<file path="src/rtl/jsm_pkg.sv">
// Shared types and constants of the JTAG scan master.
`default_nettype none

package jsm_pkg;

    // Request kinds carried in s_tuser
    localparam logic [1:0] REQ_PLAIN = 2'd0;
    localparam logic [1:0] REQ_SCAN  = 2'd1;
    localparam logic [1:0] REQ_RESET = 2'd2;

    // TAP walk phases
    localparam int PHASE_W = 4;
    localparam logic [PHASE_W-1:0] PH_IDLE      = 4'd0;
    localparam logic [PHASE_W-1:0] PH_SEL_DR    = 4'd1;
    localparam logic [PHASE_W-1:0] PH_SEL_IR    = 4'd2;
    localparam logic [PHASE_W-1:0] PH_CAP_IR    = 4'd3;
    localparam logic [PHASE_W-1:0] PH_SHIFT_IR  = 4'd4;
    localparam logic [PHASE_W-1:0] PH_EXIT1_IR  = 4'd5;
    localparam logic [PHASE_W-1:0] PH_UPD_IR    = 4'd6;
    localparam logic [PHASE_W-1:0] PH_CAP_DR    = 4'd7;
    localparam logic [PHASE_W-1:0] PH_SHIFT_DR  = 4'd8;
    localparam logic [PHASE_W-1:0] PH_EXIT1_DR  = 4'd9;
    localparam logic [PHASE_W-1:0] PH_UPD_DR    = 4'd10;
    localparam logic [PHASE_W-1:0] PH_TAP_RESET = 4'd11;

    // Field widths
    localparam int INSTR_W = 5;
    localparam int DATA_W  = 64;
    localparam int DLEN_W  = 7;

    // Stream widths
    localparam int S_TDATA_W = 80;
    localparam int M_TDATA_W = 72;

    // One TCK cycle request
    typedef struct packed {
        logic [1:0]         req_type;
        logic [INSTR_W-1:0] instr_value;
        logic [DATA_W-1:0]  data_value;
        logic [DLEN_W-1:0]  data_length;
        logic               tdo_in;
    } jsm_item_t;

    // Pin values and status for one TCK cycle
    typedef struct packed {
        logic              tms_out;
        logic              tdi_out;
        logic              sampled;
        logic              scan_done;
        logic [DATA_W-1:0] captured_data;
        logic              busy_res;
        logic              refused;
    } jsm_result_t;

endpackage

`default_nettype wire

</file>
<file path="src/rtl/jtag_scan_master.sv">
// Top level of the JTAG scan master: request and result registers around the TAP walk.
//
//  channel | dir | handshake          | contents
//  s_*     | in  | s_tvalid/s_tready  | one TCK cycle request, kind in s_tuser
//  m_*     | out | m_tvalid/m_tready  | pin values and status, scan_done in m_tuser
//
// One request per clock while m_tready keeps up; a result shows on m_tdata once its request is taken
// and the result slot is free: the request register loads on the accepting edge, the result register on fire.
// rst_n clears the TAP walk to Run-Test/Idle and forgets the loaded instruction.
// A stalled m_tready holds the result; one more request waits in the request register
// and s_tready drops until the result is taken.
`default_nettype none

module jtag_scan_master
    import jsm_pkg::*;
#(
    parameter int IR_LEN       = 5,
    parameter int MAX_DR_LEN   = 64,
    parameter int RESET_CYCLES = 11
)
(
    input  wire logic                 clk,
    input  wire logic                 rst_n,
    input  wire logic                 s_tvalid,
    output      logic                 s_tready,
    // instr_value[4:0], data_value[68:5], data_length[75:69], tdo_in[76], zero[79:77]
    input  wire logic [S_TDATA_W-1:0] s_tdata,
    // req_type[1:0]
    input  wire logic [1:0]           s_tuser,
    output      logic                 m_tvalid,
    input  wire logic                 m_tready,
    // tms_out[0], tdi_out[1], sampled[2], captured_data[66:3], busy_res[67],
    // refused[68], zero[71:69]
    output      logic [M_TDATA_W-1:0] m_tdata,
    // scan_done[0]
    output      logic                 m_tuser
);

    logic        in_valid_reg, in_valid_next;
    jsm_item_t   item_reg;
    logic        out_valid_reg, out_valid_next;
    jsm_result_t out_reg;
    jsm_result_t result;
    logic        fire;

    // Step the TAP when a request is held and the result slot frees up
    assign fire     = in_valid_reg && (!out_valid_reg || m_tready);
    assign s_tready = !in_valid_reg || fire;

    jsm_step #(
        .IR_LEN       (IR_LEN),
        .MAX_DR_LEN   (MAX_DR_LEN),
        .RESET_CYCLES (RESET_CYCLES)
    ) u_step (
        .clk    (clk),
        .rst_n  (rst_n),
        .fire   (fire),
        .item   (item_reg),
        .result (result)
    );

    // Track request and result occupancy
    always_comb
    begin
        in_valid_next  = (s_tvalid && s_tready) ? 1'b1 : (fire ? 1'b0 : in_valid_reg);
        out_valid_next = fire ? 1'b1 : (m_tready ? 1'b0 : out_valid_reg);
    end

    always_ff @(posedge clk or negedge rst_n)
    begin
        if (!rst_n)
        begin
            in_valid_reg  <= 1'b0;
            out_valid_reg <= 1'b0;
        end
        else
        begin
            in_valid_reg  <= in_valid_next;
            out_valid_reg <= out_valid_next;
        end
    end

    // Capture the request fields
    always_ff @(posedge clk)
    begin
        if (s_tvalid && s_tready)
        begin
            item_reg.req_type    <= s_tuser;
            item_reg.instr_value <= s_tdata[4:0];
            item_reg.data_value  <= s_tdata[68:5];
            item_reg.data_length <= s_tdata[75:69];
            item_reg.tdo_in      <= s_tdata[76];
        end
    end

    // Load the result
    always_ff @(posedge clk)
    begin
        if (fire)
        begin
            out_reg <= result;
        end
    end

    // Pack the result stream
    assign m_tvalid = out_valid_reg;
    assign m_tuser  = out_reg.scan_done;
    assign m_tdata  = {3'b000, out_reg.refused, out_reg.busy_res, out_reg.captured_data,
                       out_reg.sampled, out_reg.tdi_out, out_reg.tms_out};

endmodule

`default_nettype wire

</file>
<file path="src/rtl/jsm_step.sv">
// TAP walk state and the per-cycle pin and status logic.
`default_nettype none

module jsm_step
    import jsm_pkg::*;
#(
    parameter int IR_LEN       = 5,
    parameter int MAX_DR_LEN   = 64,
    parameter int RESET_CYCLES = 11
)
(
    input  wire logic        clk,
    input  wire logic        rst_n,
    input  wire logic        fire,
    input  wire jsm_item_t   item,
    output jsm_result_t      result
);

    localparam int IRC_W = $clog2(IR_LEN + 1);
    localparam int IRI_W = $clog2(IR_LEN);
    localparam int LEN_W = $clog2(MAX_DR_LEN + 1);
    localparam int POS_W = $clog2(MAX_DR_LEN);
    localparam int RST_W = $clog2(RESET_CYCLES + 1);

    logic [PHASE_W-1:0]    phase_reg,      phase_next;
    logic [INSTR_W-1:0]    held_instr_reg, held_instr_next;
    logic                  known_reg,      known_next;
    logic [IRC_W-1:0]      ir_count_reg,   ir_count_next;
    logic [MAX_DR_LEN-1:0] shift_reg,      shift_next;
    logic [MAX_DR_LEN-1:0] cap_reg,        cap_next;
    logic [LEN_W-1:0]      dr_count_reg,   dr_count_next;
    logic [LEN_W-1:0]      req_len_reg,    req_len_next;
    logic [RST_W-1:0]      rst_count_reg,  rst_count_next;

    logic [IR_LEN-1:0]     ir_vec;
    logic [LEN_W-1:0]      len_sat;
    logic [POS_W-1:0]      top_pos;
    logic [IRC_W-1:0]      ir_count_inc;
    logic [LEN_W-1:0]      dr_count_inc;

    // Widen or trim the held instruction to the IR length
    generate
        if (IR_LEN >= INSTR_W) begin : g_ir_wide
            assign ir_vec = {{(IR_LEN - INSTR_W){1'b0}}, held_instr_reg};
        end
        else begin : g_ir_narrow
            assign ir_vec = held_instr_reg[IR_LEN-1:0];
        end
    endgenerate

    // Clamp the requested length to one .. MAX_DR_LEN
    always_comb
    begin
        if (item.data_length == '0)
        begin
            len_sat = LEN_W'(1);
        end
        else if (item.data_length > DLEN_W'(MAX_DR_LEN))
        begin
            len_sat = LEN_W'(MAX_DR_LEN);
        end
        else
        begin
            len_sat = LEN_W'(item.data_length);
        end
    end

    assign top_pos      = POS_W'(req_len_reg - LEN_W'(1));
    assign ir_count_inc = ir_count_reg + IRC_W'(1);
    assign dr_count_inc = dr_count_reg + LEN_W'(1);

    // Walk the TAP one phase per request
    always_comb
    begin
        phase_next      = phase_reg;
        held_instr_next = held_instr_reg;
        known_next      = known_reg;
        ir_count_next   = ir_count_reg;
        shift_next      = shift_reg;
        cap_next        = cap_reg;
        dr_count_next   = dr_count_reg;
        req_len_next    = req_len_reg;
        rst_count_next  = rst_count_reg;

        result               = '0;
        result.tdi_out       = 1'b1;
        result.busy_res      = 1'b1;
        result.refused       = (phase_reg != PH_IDLE) &&
                               ((item.req_type == REQ_SCAN) || (item.req_type == REQ_RESET));

        case (phase_reg)
            PH_IDLE:
            begin
                result.busy_res = 1'b0;
                if (item.req_type == REQ_SCAN)
                begin
                    result.busy_res = 1'b1;
                    result.tms_out  = 1'b1;
                    req_len_next    = len_sat;
                    shift_next      = item.data_value[MAX_DR_LEN-1:0];
                    if (!(known_reg && (held_instr_reg == item.instr_value)))
                    begin
                        held_instr_next = item.instr_value;
                        known_next      = 1'b0;
                    end
                    phase_next = PH_SEL_DR;
                end
                else if (item.req_type == REQ_RESET)
                begin
                    result.busy_res = 1'b1;
                    result.tms_out  = 1'b1;
                    rst_count_next  = RST_W'(1);
                    known_next      = 1'b0;
                    phase_next      = PH_TAP_RESET;
                end
            end
            PH_SEL_DR:
            begin
                if (!known_reg)
                begin
                    result.tms_out = 1'b1;
                    phase_next     = PH_SEL_IR;
                end
                else
                begin
                    phase_next = PH_CAP_DR;
                end
            end
            PH_SEL_IR:
            begin
                phase_next = PH_CAP_IR;
            end
            PH_CAP_IR:
            begin
                ir_count_next = '0;
                phase_next    = PH_SHIFT_IR;
            end
            PH_SHIFT_IR:
            begin
                result.tdi_out = ir_vec[ir_count_reg[IRI_W-1:0]];
                ir_count_next  = ir_count_inc;
                if (ir_count_inc >= IRC_W'(IR_LEN))
                begin
                    result.tms_out = 1'b1;
                    phase_next     = PH_EXIT1_IR;
                end
            end
            PH_EXIT1_IR:
            begin
                result.tms_out = 1'b1;
                phase_next     = PH_UPD_IR;
            end
            PH_UPD_IR:
            begin
                result.tms_out = 1'b1;
                known_next     = 1'b1;
                phase_next     = PH_SEL_DR;
            end
            PH_CAP_DR:
            begin
                cap_next      = '0;
                dr_count_next = '0;
                phase_next    = PH_SHIFT_DR;
            end
            PH_SHIFT_DR:
            begin
                // Drive LSB out, drop TDO into the top of the run
                result.tdi_out = shift_reg[0];
                result.sampled = 1'b1;
                shift_next     = shift_reg >> 1;
                cap_next       = (cap_reg >> 1) |
                                 (MAX_DR_LEN'(item.tdo_in) << top_pos);
                dr_count_next  = dr_count_inc;
                if (dr_count_inc >= req_len_reg)
                begin
                    result.tms_out = 1'b1;
                    phase_next     = PH_EXIT1_DR;
                end
            end
            PH_EXIT1_DR:
            begin
                result.tms_out = 1'b1;
                phase_next     = PH_UPD_DR;
            end
            PH_UPD_DR:
            begin
                result.scan_done     = 1'b1;
                result.captured_data = DATA_W'(cap_reg);
                phase_next           = PH_IDLE;
            end
            PH_TAP_RESET:
            begin
                if (rst_count_reg < RST_W'(RESET_CYCLES))
                begin
                    result.tms_out = 1'b1;
                    rst_count_next = rst_count_reg + RST_W'(1);
                end
                else
                begin
                    rst_count_next = '0;
                    phase_next     = PH_IDLE;
                end
            end
            default:
            begin
                result.busy_res = 1'b0;
                phase_next      = PH_IDLE;
            end
        endcase
    end

    // Advance control state on each accepted request
    always_ff @(posedge clk or negedge rst_n)
    begin
        if (!rst_n)
        begin
            phase_reg      <= PH_IDLE;
            held_instr_reg <= '0;
            known_reg      <= 1'b0;
            ir_count_reg   <= '0;
            dr_count_reg   <= '0;
            req_len_reg    <= '0;
            rst_count_reg  <= '0;
        end
        else if (fire)
        begin
            phase_reg      <= phase_next;
            held_instr_reg <= held_instr_next;
            known_reg      <= known_next;
            ir_count_reg   <= ir_count_next;
            dr_count_reg   <= dr_count_next;
            req_len_reg    <= req_len_next;
            rst_count_reg  <= rst_count_next;
        end
    end

    // Hold shift and capture words
    always_ff @(posedge clk)
    begin
        if (fire)
        begin
            shift_reg <= shift_next;
            cap_reg   <= cap_next;
        end
    end

endmodule

`default_nettype wire

</file>
<file path="config.mk">
export PLATFORM = sky130hd
export DESIGN_NAME = jtag_scan_master
export DESIGN_NICKNAME = d
export VERILOG_FILES = /design/src/rtl/jsm_pkg.sv /design/src/rtl/jtag_scan_master.sv /design/src/rtl/jsm_step.sv
export SDC_FILE = /design/constraint.sdc
export NUM_CORES = 1
export LEC_CHECK = 0
export BUFFER_PORTS_ARGS = -buffer_cell sky130_fd_sc_hd__buf_2
export CORE_ASPECT_RATIO = 1.1
export CORE_MARGIN = 4
export CORE_UTILIZATION = 40
export DETAILED_ROUTE_END_ITERATION = 8
export PLACE_DENSITY = 0.63
export SLEW_MARGIN = 30
export SYNTH_ARGS = -nofsm -noshare
export SYNTH_HDL_FRONTEND = slang
export SYNTH_HIERARCHICAL = 1
export SYNTH_SLANG_ARGS = --single-unit
</file>
<file path="constraint.sdc">
create_clock -name clk -period 9 [get_ports clk]
set_input_delay 0.9 -clock clk [delete_from_list [all_inputs] [get_ports clk]]
set_output_delay 0.9 -clock clk [all_outputs]
set_load 0.01 [all_outputs]
</file>
==> qor.txt <==
Setup Skew -> 15.4 ps
Final setup vio count -> 0
Cell area after synthesis -> 12,800 um2
CP required -> 9170 ps
Die width -> 179 um
Share of power burned in combinational logic -> 28.0%
PostCTS Resize Cnt -> 0
# port buffers -> 154
Max_slew headroom -> 38.2%
Synth Instances -> 979
Layout fillers -> 2,835
First-pass GRT wire length -> 37.1 mm
Skew-Pair Late Insertion Delay -> 550 ps
Critical Path AT -> 3830 ps
Vias per cell -> 4.76
Max Freq -> 274 MHz
Hold WC Path Type -> in -> async
CP Class -> reg -> reg
Initial Util -> 40.7%
Gpl congestion -> 0.811
Peak supply drop -> 0.172 mV
TNS Setup -> 0 ps
Crit Path Max Fanout -> 73
Initial antenna violation count -> 7
RSZ-0062 raised after global routing -> false
Post-synth top flop -> edfxtp_1
Status -> complete, no violations
Sw Share -> 33.3%
Setup crit end kind -> flip-flop
Flop pwr share -> 44.7%
Htree depth -> 1
First-pass DRT Iterations -> 5
EDFF count, synth -> 277
Period utilization -> 40.6%
Initial drt markers -> 531
Largest cells by area after synthesis -> edfxtp_1, dfrtp_1, nand2_1
CTS Buffer Depth -> 3
Max FFs per register -> 79
CP startpoint kind -> flip-flop
Core area -> 31,500 um2
HPWL after DPL -> 14.4 mm
Vias -> 7,465
ANT nets after route -> 0
Flops & latches, synth -> 310
P_leak -> 5.86 nW
Syn_area_per_cell -> 13.1 um2
Distinct cells, synth -> 67
Final instance area -> 15,000 um2
Int Power -> 3.16 mW
Vias in the first global route -> 7,207
Grt total ovfl -> 0
Maxcap violations -> 0
Multi-input gate area -> 3370 um2
Register area share after synthesis -> 71.3%
Synthesis-to-layout area growth -> 16.7%
Cell Pwr Density -> 316 nW/um2
Register area -> 9140 um2
Async set-or-reset flop fraction in the synthesized netlist -> 10.6%
Fin. Hold Viols -> 0
I/O Pins -> 161
Switching Power -> 1.57 mW
Final worst path period need -> 3660 ps
Share of layout cells above drive strength 1 -> 22.2%
Clk pwr share -> 27.3%
Top-area cell type share of the netlist area -> 64.9%
Die height -> 196 um
Leading area contributor after synthesis -> edfxtp_1
Root Buffer -> clkbuf_16
DRC Markers -> 0
Die area -> 35,000 um2
Number of nets in the layout -> 1,223
Dpl cell area -> 13,900 um2
Clock sinks -> 310
Synth warn -> 6
Num CTS Buffers -> 31
Largest net degree at the start of global routing -> 80
CTS tree -> yes
Total GRT Usage -> 12.8%
Routed Wire Length -> 22.8 mm
Slew Viols, Final -> 0
Measured slew at the worst slew-check pin -> 928 ps
Clock Pin Slew Worst Setup and Hold Paths -> 60 ps
Post-CTS setup buffer count -> 0
Number of core rows -> 68
# hold bufs at CTS -> 0
WL/cell -> 14.5 um
-- cells in the final DEF, fill, tap and decap left out, drive strengths merged, types with 11 or more instances in the layout --
cell    instances
edfxtp        277
nand2         217
buf           160
nor2           85
and2           71
a21oi          68
clkbuf         35
dfrtp          33
o21ai          21
a31oi          19
inv            16
ha             14
clkinv         14
nand2b         11
nand3          11
-- area by class of cell --
type / count / share of cell area, %
diodes: 2 / 0.0334
clock buffers: 35 / 5.28
clock inverters: 22 / 1.61
inverters: 15 / 0.393
multi-input cells: 605 / 22.5
flip-flops and latches: 310 / 61.1
well taps: 420 / 3.51
repair buffers: 160 / 5.58
-- metrics by stage --
stage / power, mW / hold WS [ps] / setup slack (ps) / util [%] / std cells
4_1_cts: 4.80 / 429 / 5310 / 47.4 / 1566
5_1_grt: 5.06 / 473 / 5050 / 47.6 / 1569
6_report: 4.73 / 432 / 5340 / 47.6 / 1569
3_3_place_gp: 3.47 / 477 / 5330 / 44.2 / 1509
2_1_floorplan: 3.18 / 464 / 3690 / - / 981
3_5_place_dp: 3.49 / 493 / 5300 / 44.2 / 1509
-- critical path, stage by stage, from the launching register on --
cell,delay [ps]
dfrtp_1,660
or4b_4,850
inv_4,670
nand2_1,220
nand2_2,100
buf_4,620
-- cell usage after synthesis, types with 4 or more instances --
library cell  number
nand2_1          217
mux2_1             7
a21oi_2           13
buf_4              6
o21ai_1           13
nor2_1            71
a31oi_1           19
buf_2             31
nand3_1           10
xor2_1             4
inv_1             14
nor2_2            11
nor2b_1            5
edfxtp_1         277
and2_1            70
dfrtp_1           33
xnor2_1           10
ha_1              14
a21oi_1           55
nand2b_1          11
o21ai_0            8
a32o_1             7
clkbuf_1          10
-- cells by family (layout without fill, tap and decap cells) --
family                   after synthesis  in the layout  synth area share, %
AND/OR/NAND/NOR                      425            425                 15.7
flip-flops                           310            310                 71.3
AO/OA/AOI/OAI                        138            138                 7.01
buffers and inverters                 66            232                 2.61
adder cells (fa/ha/maj)               14             14                 1.37
XOR/XNOR                              14             14                0.956
multiplexers                          11             11                 1.06
other                                  1              5               0.0292
-- power groups by stage --
stage	logic (mW)	registers, mW	clock network, mW
2_1_floorplan	1.07	2.11	0
6_report	1.32	2.11	1.29
4_1_cts	1.35	2.12	1.34
3_5_place_dp	1.34	2.15	0
3_3_place_gp	1.33	2.14	0
5_1_grt	1.51	2.15	1.40
-- metal layers --
layer / vias up / wire, um / GRT usage [%]
met2: 186 / 10400 / 20.1
met1: 3471 / 10400 / 18.2
li1: 3754 / - / -
met4: 8 / 433 / 3.04
met3: 46 / 1550 / 3.03
met5: - / 49 / 0
-- path summary, 6_finish.rpt --
path,depth (start not counted),slack [ps],startpoint,to
setup / recovery,5,5340,u_step/phase_reg[3],u_step/shift_reg[57]
hold / removal,1,430,rst_n,in_valid_reg
setup reg to reg,5,5340,u_step/phase_reg[3],u_step/shift_reg[57]
hold reg to reg,2,510,u_step/shift_reg[34],u_step/shift_reg[33]
max in group asynchronous,1,8070,rst_n,u_step/dr_count_reg[1]
min in group clk,2,510,u_step/shift_reg[34],u_step/shift_reg[33]
No activity file was read; power rests on OpenSTA's default activity.
